<file path="src/uartrf_pkg.sv">
// ----------------------------------------------------------------------------
// uartrf_pkg
// Types and constants shared by the uart register block and its receive queue.
// ----------------------------------------------------------------------------
package uartrf_pkg;

    // kind of item on the input stream; code 3 does nothing
    typedef enum logic [1:0] {
        ACT_READ  = 2'd0,
        ACT_WRITE = 2'd1,
        ACT_RECV  = 2'd2
    } action_t;

    // register word offsets
    localparam logic [9:0] OFF_DATA      = 10'h000;
    localparam logic [9:0] OFF_RSR       = 10'h001;
    localparam logic [9:0] OFF_FLAGS     = 10'h006;
    localparam logic [9:0] OFF_BAUD_INT  = 10'h009;
    localparam logic [9:0] OFF_BAUD_FRAC = 10'h00a;
    localparam logic [9:0] OFF_LCR       = 10'h00b;
    localparam logic [9:0] OFF_CTRL      = 10'h00c;
    localparam logic [9:0] OFF_IFLS      = 10'h00d;
    localparam logic [9:0] OFF_IMSC      = 10'h00e;
    localparam logic [9:0] OFF_RIS       = 10'h00f;
    localparam logic [9:0] OFF_MIS       = 10'h010;
    localparam logic [9:0] OFF_ICR       = 10'h011;
    localparam logic [6:0] OFF_ID_BLOCK  = 7'h7f;

    localparam logic [31:0] ID_PERIPH = 32'h0024_1011;
    localparam logic [31:0] ID_CELL   = 32'hb105_f00d;

    // bit positions
    localparam int BIT_OE  = 3;
    localparam int BIT_FEN = 4;
    localparam int BIT_LBE = 7;
    localparam int INT_RX  = 4;
    localparam int INT_TX  = 5;
    localparam int INT_RT  = 6;

    localparam logic [15:0] CTRL_MASK     = 16'hffc7;
    localparam logic [5:0]  IFLS_RESET    = 6'h12;
    localparam logic [7:0]  FLAG_TXE      = 8'h80;
    localparam logic [7:0]  FLAG_RXF      = 8'h40;
    localparam logic [7:0]  FLAG_RXE      = 8'h10;

    // commands to the receive queue
    typedef struct packed {
        logic push;
        logic pop;
        logic clear;
    } rxq_cmd_t;

    // one result item
    typedef struct packed {
        logic        irq;
        logic        rx_taken;
        logic [7:0]  tx_byte;
        logic        tx_valid;
        logic [31:0] rdata;
    } result_t;

endpackage

</file>
<file path="src/uartrf_rxq.sv">
// ----------------------------------------------------------------------------
// uartrf_rxq
// Receive queue: byte memory with head pointer and fill count. The head entry
// is read into a register on a pop.
// ----------------------------------------------------------------------------
module uartrf_rxq
    import uartrf_pkg::*;
#(
    parameter int FIFO_DEPTH = 16
)
(
    input  logic                              clk,
    input  logic                              rst_n,
    input  rxq_cmd_t                          cmd,
    input  logic [7:0]                        wbyte,
    output logic [$clog2(FIFO_DEPTH+1)-1:0]   count,
    output logic [7:0]                        rbyte
);

    localparam int AW = $clog2(FIFO_DEPTH);
    localparam int CW = $clog2(FIFO_DEPTH + 1);
    localparam int SW = CW + 1;
    localparam logic [SW-1:0] DEPTH_S  = SW'(FIFO_DEPTH);
    localparam logic [AW-1:0] LAST_IDX = AW'(FIFO_DEPTH - 1);

    logic [7:0]    mem [FIFO_DEPTH];
    logic [AW-1:0] head_reg;
    logic [AW-1:0] head_next;
    logic [CW-1:0] count_reg;
    logic [CW-1:0] count_next;
    logic [SW-1:0] tail_sum;
    logic [AW-1:0] waddr;
    logic [7:0]    rbyte_reg;

    // write slot is head plus count, wrapped once
    always_comb
    begin
        tail_sum = SW'(head_reg) + SW'(count_reg);
        if (tail_sum >= DEPTH_S)
        begin
            waddr = AW'(tail_sum - DEPTH_S);
        end
        else
        begin
            waddr = AW'(tail_sum);
        end
    end

    always_comb
    begin
        head_next  = head_reg;
        count_next = count_reg;
        if (cmd.clear)
        begin
            head_next  = '0;
            count_next = '0;
        end
        else if (cmd.pop)
        begin
            head_next  = (head_reg == LAST_IDX) ? '0 : head_reg + AW'(1);
            count_next = count_reg - CW'(1);
        end
        else if (cmd.push)
        begin
            count_next = count_reg + CW'(1);
        end
    end

    always_ff @(posedge clk or negedge rst_n)
    begin
        if (!rst_n)
        begin
            head_reg  <= '0;
            count_reg <= '0;
        end
        else
        begin
            head_reg  <= head_next;
            count_reg <= count_next;
        end
    end

    always_ff @(posedge clk)
    begin
        if (cmd.push)
        begin
            mem[waddr] <= wbyte;
        end
        if (cmd.pop)
        begin
            rbyte_reg <= mem[head_reg];
        end
    end

    assign count = count_reg;
    assign rbyte = rbyte_reg;

endmodule

</file>
<file path="src/uart_registers_with_rx_fifo.sv">
// ----------------------------------------------------------------------------
// uart_registers_with_rx_fifo
// UART register block with receive FIFO, driven by a stream of bus accesses
// and received bytes.
// ----------------------------------------------------------------------------
// One item is taken per clock cycle unless the output stalls, and every item
// gives exactly one result. All register updates happen in the cycle an item
// is transferred in; the receive FIFO lives in a single-port-write,
// single-port-read memory whose registered read output joins the result in
// the s1 stage, ahead of the output register. That output register lets one
// more item in while a result waits on the output. The FIFO
// holds FIFO_DEPTH bytes with the enable bit of the line control register set
// and one byte with it clear; toggling that bit empties it. An empty FIFO
// reads as zero in the data byte.
// ----------------------------------------------------------------------------
module uart_registers_with_rx_fifo
    import uartrf_pkg::*;
#(
    parameter int FIFO_DEPTH = 16
)
(
    input  logic        clk,
    input  logic        rst_n,
    input  logic        s_axis_tvalid,
    output logic        s_axis_tready,
    input  logic [55:0] s_axis_tdata,   // offset[9:0], wdata[41:10], rx_byte[49:42], zero fill
    input  logic [1:0]  s_axis_tuser,   // action[1:0]
    output logic        m_axis_tvalid,
    input  logic        m_axis_tready,
    output logic [47:0] m_axis_tdata    // rdata[31:0], tx_valid[32], tx_byte[40:33],
                                        // rx_taken[41], irq[42], zero fill
);

    localparam int CW = $clog2(FIFO_DEPTH + 1);
    localparam logic [CW-1:0] DEPTH_C = CW'(FIFO_DEPTH);
    localparam logic [CW-1:0] ONE_C   = CW'(1);
    localparam logic [CW-1:0] TRIG_0  = CW'(FIFO_DEPTH / 8);
    localparam logic [CW-1:0] TRIG_1  = CW'(FIFO_DEPTH / 4);
    localparam logic [CW-1:0] TRIG_2  = CW'(FIFO_DEPTH / 2);
    localparam logic [CW-1:0] TRIG_3  = CW'(FIFO_DEPTH * 3 / 4);
    localparam logic [CW-1:0] TRIG_4  = CW'(FIFO_DEPTH * 7 / 8);

    // input fields
    action_t     action;
    logic [9:0]  offset;
    logic [31:0] wdata;
    logic [7:0]  rx_byte;

    assign action  = action_t'(s_axis_tuser);
    assign offset  = s_axis_tdata[9:0];
    assign wdata   = s_axis_tdata[41:10];
    assign rx_byte = s_axis_tdata[49:42];

    // registers
    logic [10:0] raw_intr_reg,  raw_intr_next;
    logic [3:0]  rx_status_reg, rx_status_next;
    logic [15:0] ctrl_reg,      ctrl_next;
    logic [7:0]  line_ctrl_reg, line_ctrl_next;
    logic [5:0]  level_sel_reg, level_sel_next;
    logic [10:0] intr_mask_reg, intr_mask_next;
    logic [15:0] baud_int_reg,  baud_int_next;
    logic [5:0]  baud_frac_reg, baud_frac_next;
    logic        irq_reg,       irq_next;

    // pipeline
    logic        s1_valid_reg;
    logic        s1_pop_reg;
    result_t     s1_res_reg;
    logic        out_valid_reg;
    result_t     out_res_reg;
    result_t     s1_full;
    logic        s1_move;
    logic        accept;

    // queue
    rxq_cmd_t      qcmd;
    logic [CW-1:0] count;
    logic [7:0]    rbyte;

    logic [CW-1:0] cap;
    logic [CW-1:0] trig;
    logic [CW-1:0] cnt_after;
    logic          loopback;
    logic          room;
    result_t       res;

    assign s1_move       = s1_valid_reg && (!out_valid_reg || m_axis_tready);
    assign s_axis_tready = !s1_valid_reg || s1_move;
    assign accept        = s_axis_tvalid && s_axis_tready;

    assign loopback = ctrl_reg[BIT_LBE];
    assign cap      = line_ctrl_reg[BIT_FEN] ? DEPTH_C : ONE_C;
    assign room     = count < cap;

    always_comb
    begin
        if (!line_ctrl_reg[BIT_FEN])
        begin
            trig = ONE_C;
        end
        else
        begin
            case (level_sel_reg[5:3])
                3'd0:    trig = TRIG_0;
                3'd1:    trig = TRIG_1;
                3'd2:    trig = TRIG_2;
                3'd3:    trig = TRIG_3;
                3'd4:    trig = TRIG_4;
                default: trig = DEPTH_C;
            endcase
        end
    end

    // item processing
    always_comb
    begin
        raw_intr_next  = raw_intr_reg;
        rx_status_next = rx_status_reg;
        ctrl_next      = ctrl_reg;
        line_ctrl_next = line_ctrl_reg;
        level_sel_next = level_sel_reg;
        intr_mask_next = intr_mask_reg;
        baud_int_next  = baud_int_reg;
        baud_frac_next = baud_frac_reg;
        qcmd           = '0;
        res            = '0;
        cnt_after      = count;

        case (action)
            ACT_READ:
            begin
                case (offset)
                    OFF_DATA:
                    begin
                        qcmd.pop  = (count != '0);
                        cnt_after = count - CW'(qcmd.pop);
                        if (cnt_after < trig)
                        begin
                            raw_intr_next[INT_RX] = 1'b0;
                        end
                        if (cnt_after == '0)
                        begin
                            raw_intr_next[INT_RT] = 1'b0;
                        end
                        res.rdata = {20'd0, rx_status_reg, 8'd0};
                        rx_status_next[BIT_OE] = 1'b0;
                    end
                    OFF_RSR:       res.rdata = {28'd0, rx_status_reg};
                    OFF_FLAGS:
                    begin
                        if (count == cap)
                        begin
                            res.rdata = {24'd0, FLAG_TXE | FLAG_RXF};
                        end
                        else if (count == '0)
                        begin
                            res.rdata = {24'd0, FLAG_TXE | FLAG_RXE};
                        end
                        else
                        begin
                            res.rdata = {24'd0, FLAG_TXE};
                        end
                    end
                    OFF_BAUD_INT:  res.rdata = {16'd0, baud_int_reg};
                    OFF_BAUD_FRAC: res.rdata = {26'd0, baud_frac_reg};
                    OFF_LCR:       res.rdata = {24'd0, line_ctrl_reg};
                    OFF_CTRL:      res.rdata = {16'd0, ctrl_reg};
                    OFF_IFLS:      res.rdata = {26'd0, level_sel_reg};
                    OFF_IMSC:      res.rdata = {21'd0, intr_mask_reg};
                    OFF_RIS:       res.rdata = {21'd0, raw_intr_reg};
                    OFF_MIS:       res.rdata = {21'd0, raw_intr_reg & intr_mask_reg};
                    default:
                    begin
                        // identification bytes at the top of the map
                        if (offset[9:3] == OFF_ID_BLOCK)
                        begin
                            if (offset[2])
                            begin
                                res.rdata = {24'd0, ID_CELL[{offset[1:0], 3'd0} +: 8]};
                            end
                            else
                            begin
                                res.rdata = {24'd0, ID_PERIPH[{offset[1:0], 3'd0} +: 8]};
                            end
                        end
                    end
                endcase
            end
            ACT_WRITE:
            begin
                case (offset)
                    OFF_DATA:
                    begin
                        if (loopback)
                        begin
                            qcmd.push = room;
                            if (!room)
                            begin
                                rx_status_next[BIT_OE] = 1'b1;
                            end
                        end
                        else
                        begin
                            res.tx_valid = 1'b1;
                            res.tx_byte  = wdata[7:0];
                        end
                        raw_intr_next[INT_TX] = 1'b1;
                    end
                    OFF_RSR:       rx_status_next = '0;
                    OFF_BAUD_INT:  baud_int_next  = wdata[15:0];
                    OFF_BAUD_FRAC: baud_frac_next = wdata[5:0];
                    OFF_LCR:
                    begin
                        qcmd.clear     = line_ctrl_reg[BIT_FEN] ^ wdata[BIT_FEN];
                        line_ctrl_next = wdata[7:0];
                    end
                    OFF_CTRL:      ctrl_next      = wdata[15:0] & CTRL_MASK;
                    OFF_IFLS:      level_sel_next = wdata[5:0];
                    OFF_IMSC:      intr_mask_next = wdata[10:0];
                    OFF_ICR:       raw_intr_next  = raw_intr_reg & ~wdata[10:0];
                    default:       ;
                endcase
            end
            ACT_RECV:
            begin
                if (loopback)
                begin
                    // byte dropped, queue untouched
                    res.rx_taken = 1'b1;
                    if (count != '0)
                    begin
                        raw_intr_next[INT_RT] = 1'b1;
                    end
                end
                else
                begin
                    qcmd.push    = room;
                    res.rx_taken = room;
                    cnt_after    = count + CW'(room);
                    if (count < trig && cnt_after >= trig)
                    begin
                        raw_intr_next[INT_RX] = 1'b1;
                    end
                    if (cnt_after != '0)
                    begin
                        raw_intr_next[INT_RT] = 1'b1;
                    end
                end
            end
            default: ;
        endcase

        // line follows masked raw bits, except for a dropped loopback byte and no-op
        if (action == ACT_READ || action == ACT_WRITE || (action == ACT_RECV && !loopback))
        begin
            irq_next = |(raw_intr_next & intr_mask_next);
        end
        else
        begin
            irq_next = irq_reg;
        end
        res.irq = irq_next;

        if (!accept)
        begin
            qcmd = '0;
        end
    end

    always_ff @(posedge clk or negedge rst_n)
    begin
        if (!rst_n)
        begin
            raw_intr_reg  <= '0;
            rx_status_reg <= '0;
            ctrl_reg      <= '0;
            line_ctrl_reg <= '0;
            level_sel_reg <= IFLS_RESET;
            intr_mask_reg <= '0;
            baud_int_reg  <= '0;
            baud_frac_reg <= '0;
            irq_reg       <= 1'b0;
        end
        else if (accept)
        begin
            raw_intr_reg  <= raw_intr_next;
            rx_status_reg <= rx_status_next;
            ctrl_reg      <= ctrl_next;
            line_ctrl_reg <= line_ctrl_next;
            level_sel_reg <= level_sel_next;
            intr_mask_reg <= intr_mask_next;
            baud_int_reg  <= baud_int_next;
            baud_frac_reg <= baud_frac_next;
            irq_reg       <= irq_next;
        end
    end

    uartrf_rxq #(
        .FIFO_DEPTH (FIFO_DEPTH)
    ) u_rxq (
        .clk   (clk),
        .rst_n (rst_n),
        .cmd   (qcmd),
        .wbyte (wdata[7:0] & {8{action == ACT_WRITE}} | rx_byte & {8{action == ACT_RECV}}),
        .count (count),
        .rbyte (rbyte)
    );

    // popped byte from the memory joins the result here
    always_comb
    begin
        s1_full = s1_res_reg;
        if (s1_pop_reg)
        begin
            s1_full.rdata[7:0] = rbyte;
        end
    end

    always_ff @(posedge clk or negedge rst_n)
    begin
        if (!rst_n)
        begin
            s1_valid_reg  <= 1'b0;
            out_valid_reg <= 1'b0;
        end
        else
        begin
            if (accept)
            begin
                s1_valid_reg <= 1'b1;
            end
            else if (s1_move)
            begin
                s1_valid_reg <= 1'b0;
            end
            if (s1_move)
            begin
                out_valid_reg <= 1'b1;
            end
            else if (m_axis_tready)
            begin
                out_valid_reg <= 1'b0;
            end
        end
    end

    always_ff @(posedge clk)
    begin
        if (accept)
        begin
            s1_res_reg <= res;
            s1_pop_reg <= qcmd.pop;
        end
        if (s1_move)
        begin
            out_res_reg <= s1_full;
        end
    end

    assign m_axis_tvalid = out_valid_reg;
    assign m_axis_tdata  = {5'd0, out_res_reg};

endmodule
</file>
<file path="config.mk">
export PLATFORM = sky130hd
export DESIGN_NAME = uart_registers_with_rx_fifo
export DESIGN_NICKNAME = d
export VERILOG_FILES = /design/src/uartrf_pkg.sv /design/src/uartrf_rxq.sv /design/src/uart_registers_with_rx_fifo.sv
export SDC_FILE = /design/constraint.sdc
export NUM_CORES = 1
export LEC_CHECK = 0
export BUFFER_PORTS_ARGS = -buffer_cell sky130_fd_sc_hd__buf_2
export CAP_MARGIN = 20
export CORE_ASPECT_RATIO = 0.8
export CORE_MARGIN = 2
export CORE_UTILIZATION = 40
export CTS_CLUSTER_SIZE = 40
export DETAILED_ROUTE_END_ITERATION = 8
export PLACE_DENSITY = 0.61
export SLEW_MARGIN = 20
export SYNTH_ARGS = -nofsm -noshare
export SYNTH_HDL_FRONTEND = slang
export SYNTH_SLANG_ARGS = --single-unit
</file>
<file path="constraint.sdc">
create_clock -name clk -period 5 [get_ports clk]
set_input_delay 1 -clock clk [delete_from_list [all_inputs] [get_ports clk]]
set_output_delay 1 -clock clk [all_outputs]
set_load 0.005 [all_outputs]
</file>
## After elaboration in Yosys (flattened, before gate mapping)

Memories as Yosys holds them, arrays and structs flattened. A register that Yosys moved wholly into a read port is not among the register bits.
Index checks and enable logic that the tools add are counted.
W data, S select, Z words.

- Bits in registers: 171
- Bits in read-only memories: 0
- Memories: 1
- Bits in latches: 0
- Input bits: 62
- RAM bits: 128

Memory list:

| name | words | bits a word | read ports | clocked after memory_dff | write ports | RTL line | source |
|---|---|---|---|---|---|---|---|
| u_rxq.mem | 16 | 8 | 1 | 1 | 1 | uartrf_rxq.sv:26 | `logic [7:0] mem [FIFO_DEPTH];` |

- Shift operators: 2
- Bitwise operators: 10
- Add/sub/neg operators: 7
- Order comparisons: 5
- Multiplexer cells: 58
- Reductions and logical operators: 32
- Divide/modulo/power cells: 0
- Eq/ne operators: 24
- Multipliers: 0

Operators by type and width:

| kind | count |
|---|---|
| $pmux W32 S11 | 1 |
| $eq A10 B4 Y1 const B | 7 |
| $shiftx A32 B6 Y8 const A | 2 |
| $mux W5 | 8 |
| $and A11 B11 Y11 | 3 |
| $mux W32 | 1 |
| $mux W1 | 29 |
| $pmux W5 S5 | 1 |
| $mux W4 | 6 |
| $mux W11 | 2 |
| $eq A10 B5 Y1 const B | 2 |
| $and A8 B8 Y8 | 2 |
| $mux W8 | 2 |
| $lt A5 B5 Y1 | 3 |
| $reduce_and A3 Y1 | 5 |
| $not A11 Y11 | 1 |
| $reduce_or A11 Y1 | 1 |
| $eq A10 B1 Y1 const B | 1 |
| $eq A10 B3 Y1 const B | 1 |
| $logic_not A10 Y1 | 1 |
| $logic_not A5 Y1 | 2 |
| $reduce_bool A5 Y1 | 2 |
| $or A8 B8 Y8 | 1 |
| $pmux W1 S2 | 4 |
| 35 further kinds | 50 |

## Longest topological paths before layout

- Depth in word-level cells: 11
- Gate-level depth with buffers: 15
- Gate-level depth less buffers: 14

## Cells and area by module

From an unflattened synthesis, not the netlist that was laid out.

- Cells, all modules: 921
- Area total of the unflattened synthesis: 12,808.5 um^2

By module, submodules not included:

| module | area an instance (um^2) | instances | cells an instance |
|---|---|---|---|
| uart_registers_with_rx_fifo | 6,860.3 | 1 | 588 |
| uartrf_rxq | 5,948.2 | 1 | 333 |

## Least setup slack after synthesis

Ideal clock, no wire load.

- Kind: input port to flip-flop
- Start point: in m_axis_tready
- End point: reg u_rxq.count_reg[4], in the netlist u_rxq.count[4]
- Slack: 0.908 ns
- Arrival: 4.014 ns
- Data required time: 4.922 ns
- Setup time: 0.078 ns
- Stages on the path: 11
- Cell sequence: nand3b_1 > nand2_1 > clkinv_1 > and4_1 > buf_6 > fa_1 > a21o_1 > a21oi_1 > nor4_2 > or3b_1 > a21oi_1

RTL lines:

| item | RTL line | source |
|---|---|---|
| from (decl) | uart_registers_with_rx_fifo.sv:29 | `input logic m_axis_tready,` |
| to (signal assigned) | uartrf_rxq.sv:79 | `count_reg <= count_next;` |
| to (decl) | uartrf_rxq.sv:29 | `logic [CW-1:0] count_reg;` |

## Worst setup path after layout

- Start point: reg u_rxq.count_reg[0], in the netlist u_rxq.count[0]
- End point: reg s1_res_reg (netlist bit s1_full[42]), data pin

- Word-level cells in the longest chain between the ends: 10
- Elaborated cells between the ends (all ways): 24
- Those cells by class: add/sub: 2; order compare: 4; mux: 12; bitwise: 1; reduce/logical: 5

RTL lines:

| item | RTL line | source |
|---|---|---|
| $lt A5 B5 Y1 | uart_registers_with_rx_fifo.sv:93 | `assign room = count < cap;` |
| $add A5 B1 Y5 | uart_registers_with_rx_fifo.sv:239 | `cnt_after = count + CW'(room);` |
| $ge A5 B5 Y1 | uart_registers_with_rx_fifo.sv:240 | `if (count < trig && cnt_after >= trig)` |
| $logic_and A1 B1 Y1 | uart_registers_with_rx_fifo.sv:240 |  |
| $mux W1 | uart_registers_with_rx_fifo.sv:240 |  |
| $mux W1 | uart_registers_with_rx_fifo.sv:226 | `if (loopback)` |
| $pmux W1 S3 | uart_registers_with_rx_fifo.sv:129 | `case (action)` |
| $and A11 B11 Y11 * | uart_registers_with_rx_fifo.sv:256 | `irq_next = \|(raw_intr_next & intr_mask_next);` |
| $reduce_or A11 Y1 * | uart_registers_with_rx_fifo.sv:256 |  |
| $mux W1 * | uart_registers_with_rx_fifo.sv:254 | `if (action == ACT_READ \|\| action == ACT_WRITE \|\| (action == ACT_RECV && !loopback))` |
| via irq_next | uart_registers_with_rx_fifo.sv:63 | `logic irq_reg, irq_next;` |
| to (signal assigned) | uart_registers_with_rx_fifo.sv:351 | `s1_res_reg <= res;` |
| to (decl) | uart_registers_with_rx_fifo.sv:68 | `result_t s1_res_reg;` |

Mark *: on every way through the listed nets, which the timed path passes. The rest lies on a longest branch.
A chain may end at the register's enable or synchronous reset.

==> key figures <==
Logic synthesis
  • Syn Inst Count: 940
  • Syn Area/Cell: 13.7 um2
  • Synth warn: 0
  • Register area share after synthesis: 60.9%
  • Distinct cell type count after synthesis: 72
  • Top FF cell, synth: edfxtp_1
  • Ys async rst share: 30.5%
  • Mapped cell area: 12900 um2
  • Post-synth EDFFs: 191
  • Synthesis-stage register bit count: 275

Drt
  • Routed wire length: 32.8 mm
  • DR DRC count: 0
  • Top layer in use: met5
  • Vias: 8275
  • Metal2 WL: 13.8 mm
  • 1st-pass router iterations: 7
  • Antenna-violating nets left: 0
  • Met1 wire length: 16.1 mm
  • Met3 wire len: 2.30 mm
  • Via density per instance: 5.67
  • First DRT Iteration DRCs: 825
  • DR WL/cell: 22.5 um

STA
  • Hold slack: 0.416 ns
  • RSZ-0062 raised after global routing: false
  • Ratio of final minimum period to clock period: 82.3%
  • Worst slew pin tran: 1.02 ns
  • FMAX: 243 MHz
  • Final setup viols: 0
  • Worst Skew: 0.0140 ns
  • Minimum clock period: 4.11 ns
  • Max-slew violation count: 0
  • Relative slew slack: 31.5%
  • Setup TNS: 0 ns
  • Final hold violation count: 0

Cells and area
  • Reg with most FFs: u_rxq.mem
  • Share of cells above drive strength 1: 23.4%
  • Area grow syn2layout: 13.1%
  • Post-route cell area: 14600 um2
  • Max FFs per register: 128
  • Nets: 1112
  • # diodes: 0

Status
  • Status: complete, no violations

Floorplanning
  • # IOs: 112
  • Die Area: 33700 um2
  • Starting Density: 40.8%
  • Die height: 164 um
  • Width of the die: 205 um
  • Core area: 31600 um2
  • Row count: 58

Global routing
  • Largest net degree at the start of global routing: 60
  • GRT overflow: 0
  • First-pass GRT wire length: 48.7 mm
  • GRT Total Usage: 19.5%
  • Vias in the first global route: 7740
  • Initial antenna violation count: 2

Clock tree
  • Post-CTS setup buffer count: 0
  • Clock Tree Buf Depth: 3
  • H-Tree Level Count: 1
  • Latest clock arrival within the worst-skew pair: 0.57 ns
  • Root Driver: clkbuf_16
  • Clk sinks: 275
  • Hold bufs inserted after CTS: 0
  • Clock transition at path regs: 0.07 ns
  • TritonCTS clock tree: yes
  • CTS resizes: 0
  • CTS buffer count: 29

Job
  • Max-cap violation count: 0

Critical path
  • Critical path endpoint category: flip-flop
  • Worst Setup Start Kind: flip-flop
  • Critical path required time: 5.28 ns
  • R2R Setup Slk: 0.89 ns
  • Setup CP Type: flip-flop to flip-flop
  • Worst r2r src: u_rxq.count[0]$_DFFE_PN0P_
  • Arr. time, crit path: 4.39 ns
  • Worst-case reg-to-reg path depth: 14
  • Reg-to-Reg End: s1_full[42]$_DFFE_PP_
  • Crit Path Max Fanout: 6

Pwr
  • Power density over the cells: 334 nW/um2
  • Peak supply drop: 0.233 mV
  • Total Power: 4.87 mW
  • Lkg Pwr: 5.59 nW

Worst hold path
  • Hold EP: m_axis_tdata[32]$_DFFE_PP_
  • Hold Path Depth: 0
  • Worst Hold Class: flip-flop to flip-flop
  • Hold Crit Start: s1_full[32]$_SDFFCE_PN0P_

Placed design
  • PortBufs: 68
  • Placed inst area: 13600 um2
  • Gpl congestion: 0.907
  • HPWL after DPL: 22.4 mm
-- logic make-up after synthesis --
family,share of synthesized area (%)
other cells,0.0291
fa+ha+maj,3.42
buf+inv,3.36
compound gates,10.4
flops,60.9
simple gates,8.81
mux,12.0
xor+xnor,1.09
-- cell usage after synthesis (4+ instances only) --
cell type  instances  area share, %
nor2b_1            8           0.39
buf_4             22            1.3
nor4_1             4           0.19
a21boi_0          11           0.64
a32oi_1            4           0.27
o21ai_0           47            1.8
a22oi_1           16           0.93
inv_1             13           0.38
nor3_1            10           0.39
nand2_1           39            1.1
edfxtp_1         191             45
mux2i_1           33            2.6
nand2b_1          12           0.58
dfrtp_1           82             16
clkbuf_1          31           0.90
xnor2_1           10           0.68
buf_2              7           0.27
a211oi_1           5           0.29
nand4_1            5           0.24
a31oi_1            9           0.44
buf_1              7           0.20
and2_1            18           0.87
a21oi_1           41            1.6
ha_1              32            3.1
a21o_1             9           0.52
a222oi_1           5           0.39
nand3_1           18           0.70
nor2_1            54            1.6
a22o_1            10           0.68
a221oi_1          15            1.0
and4_1             6           0.41
a41oi_1            4           0.27
mux4_2            16            2.8
xor2_1             6           0.41
mux2_2            76            6.6
-- cell type report --
| class | count | area [um2] |
|---|---|---|
| Multi-Input combinational cell | 600 | 4680 |
| Fill cell | 2825 | 17000 |
| Clock buffer | 34 | 744 |
| Tap cell | 420 | 526 |
| Sequential cell | 275 | 7840 |
| Inverter | 15 | 56.3 |
| Clock inverter | 20 | 161 |
| Timing Repair Buffer | 95 | 553 |
-- critical path, cell delays in order, from the launching register on --
cell and delay, ns:
dfrtp_1 0.49, inv_1 0.20, ha_1 0.19, or4b_1 0.43
a21oi_1 0.40, ha_1 0.27, ha_1 0.18, xor2_1 0.26
ha_1 0.29, a21o_1 0.18, a31oi_1 0.16, o21ai_0 0.13
a31o_2 0.29, a21oi_2 0.21, a41oi_1 0.13
-- worst max-delay path by stage --
stage,slack (ns),start,to
global placement,0.94,s_axis_tdata[5],u_rxq.mem[3][1]$_DFFE_PP_
floorplan,0.91,m_axis_tready,u_rxq.count[4]$_DFFE_PN0P_
CTS,0.92,u_rxq.count[0]$_DFFE_PN0P_,s1_full[42]$_DFFE_PP_
global route,0.68,u_rxq.count[0]$_DFFE_PN0P_,s1_full[42]$_DFFE_PP_
detailed placement,0.88,s_axis_tdata[5],u_rxq.mem[1][0]$_DFFE_PP_
finish,0.89,u_rxq.count[0]$_DFFE_PN0P_,s1_full[42]$_DFFE_PP_
-- through the flow --
stage | std cells | utilization, % | setup slack [ns]
detailed placement | 1404 | 43.2 | 0.876
global route | 1459 | 46.1 | 0.684
floorplan | 960 | - | 0.908
finish | 1459 | 46.1 | 0.887
global placement | 1404 | 43.2 | 0.936
CTS | 1458 | 46.1 | 0.922
-- report_power, final --
part	internal [mW]	total [mW]	switching (mW)
Combinational	0.0958	0.294	0.198
Sequential	2.49	2.51	0.0179
Clock	1.17	2.07	0.896
Total	3.75	4.87	1.11
-- layer usage --
layer  vias to the layer above  GRT usage [%]
li1                       3750              -
met1                      4157           30.5
met2                       310           27.4
met3                        54           4.16
met4                         4           4.45
met5                         -              0
-- layout by cell type (no fill, tap or decap), types with 10 or more instances in the layout --
cell,synthesis,layout
and2_1,18,18
nor2_1,54,54
nor3_1,10,10
a22o_1,10,10
mux4_2,16,16
buf_4,22,27
inv_1,13,13
a21oi_1,41,41
clkbuf_16,0,29
a221oi_1,15,15
nand3_1,18,18
nand2_1,39,39
buf_2,7,67
edfxtp_1,191,191
a21boi_0,11,11
xnor2_1,10,10
ha_1,32,32
o21ai_0,47,47
clkinv_1,2,12
dfrtp_1,82,81
conb_1,1,21
mux2i_1,33,33
nand2b_1,12,12
mux2_2,76,76
a22oi_1,16,16
Note: power is estimated with default switching activity, not from simulation.
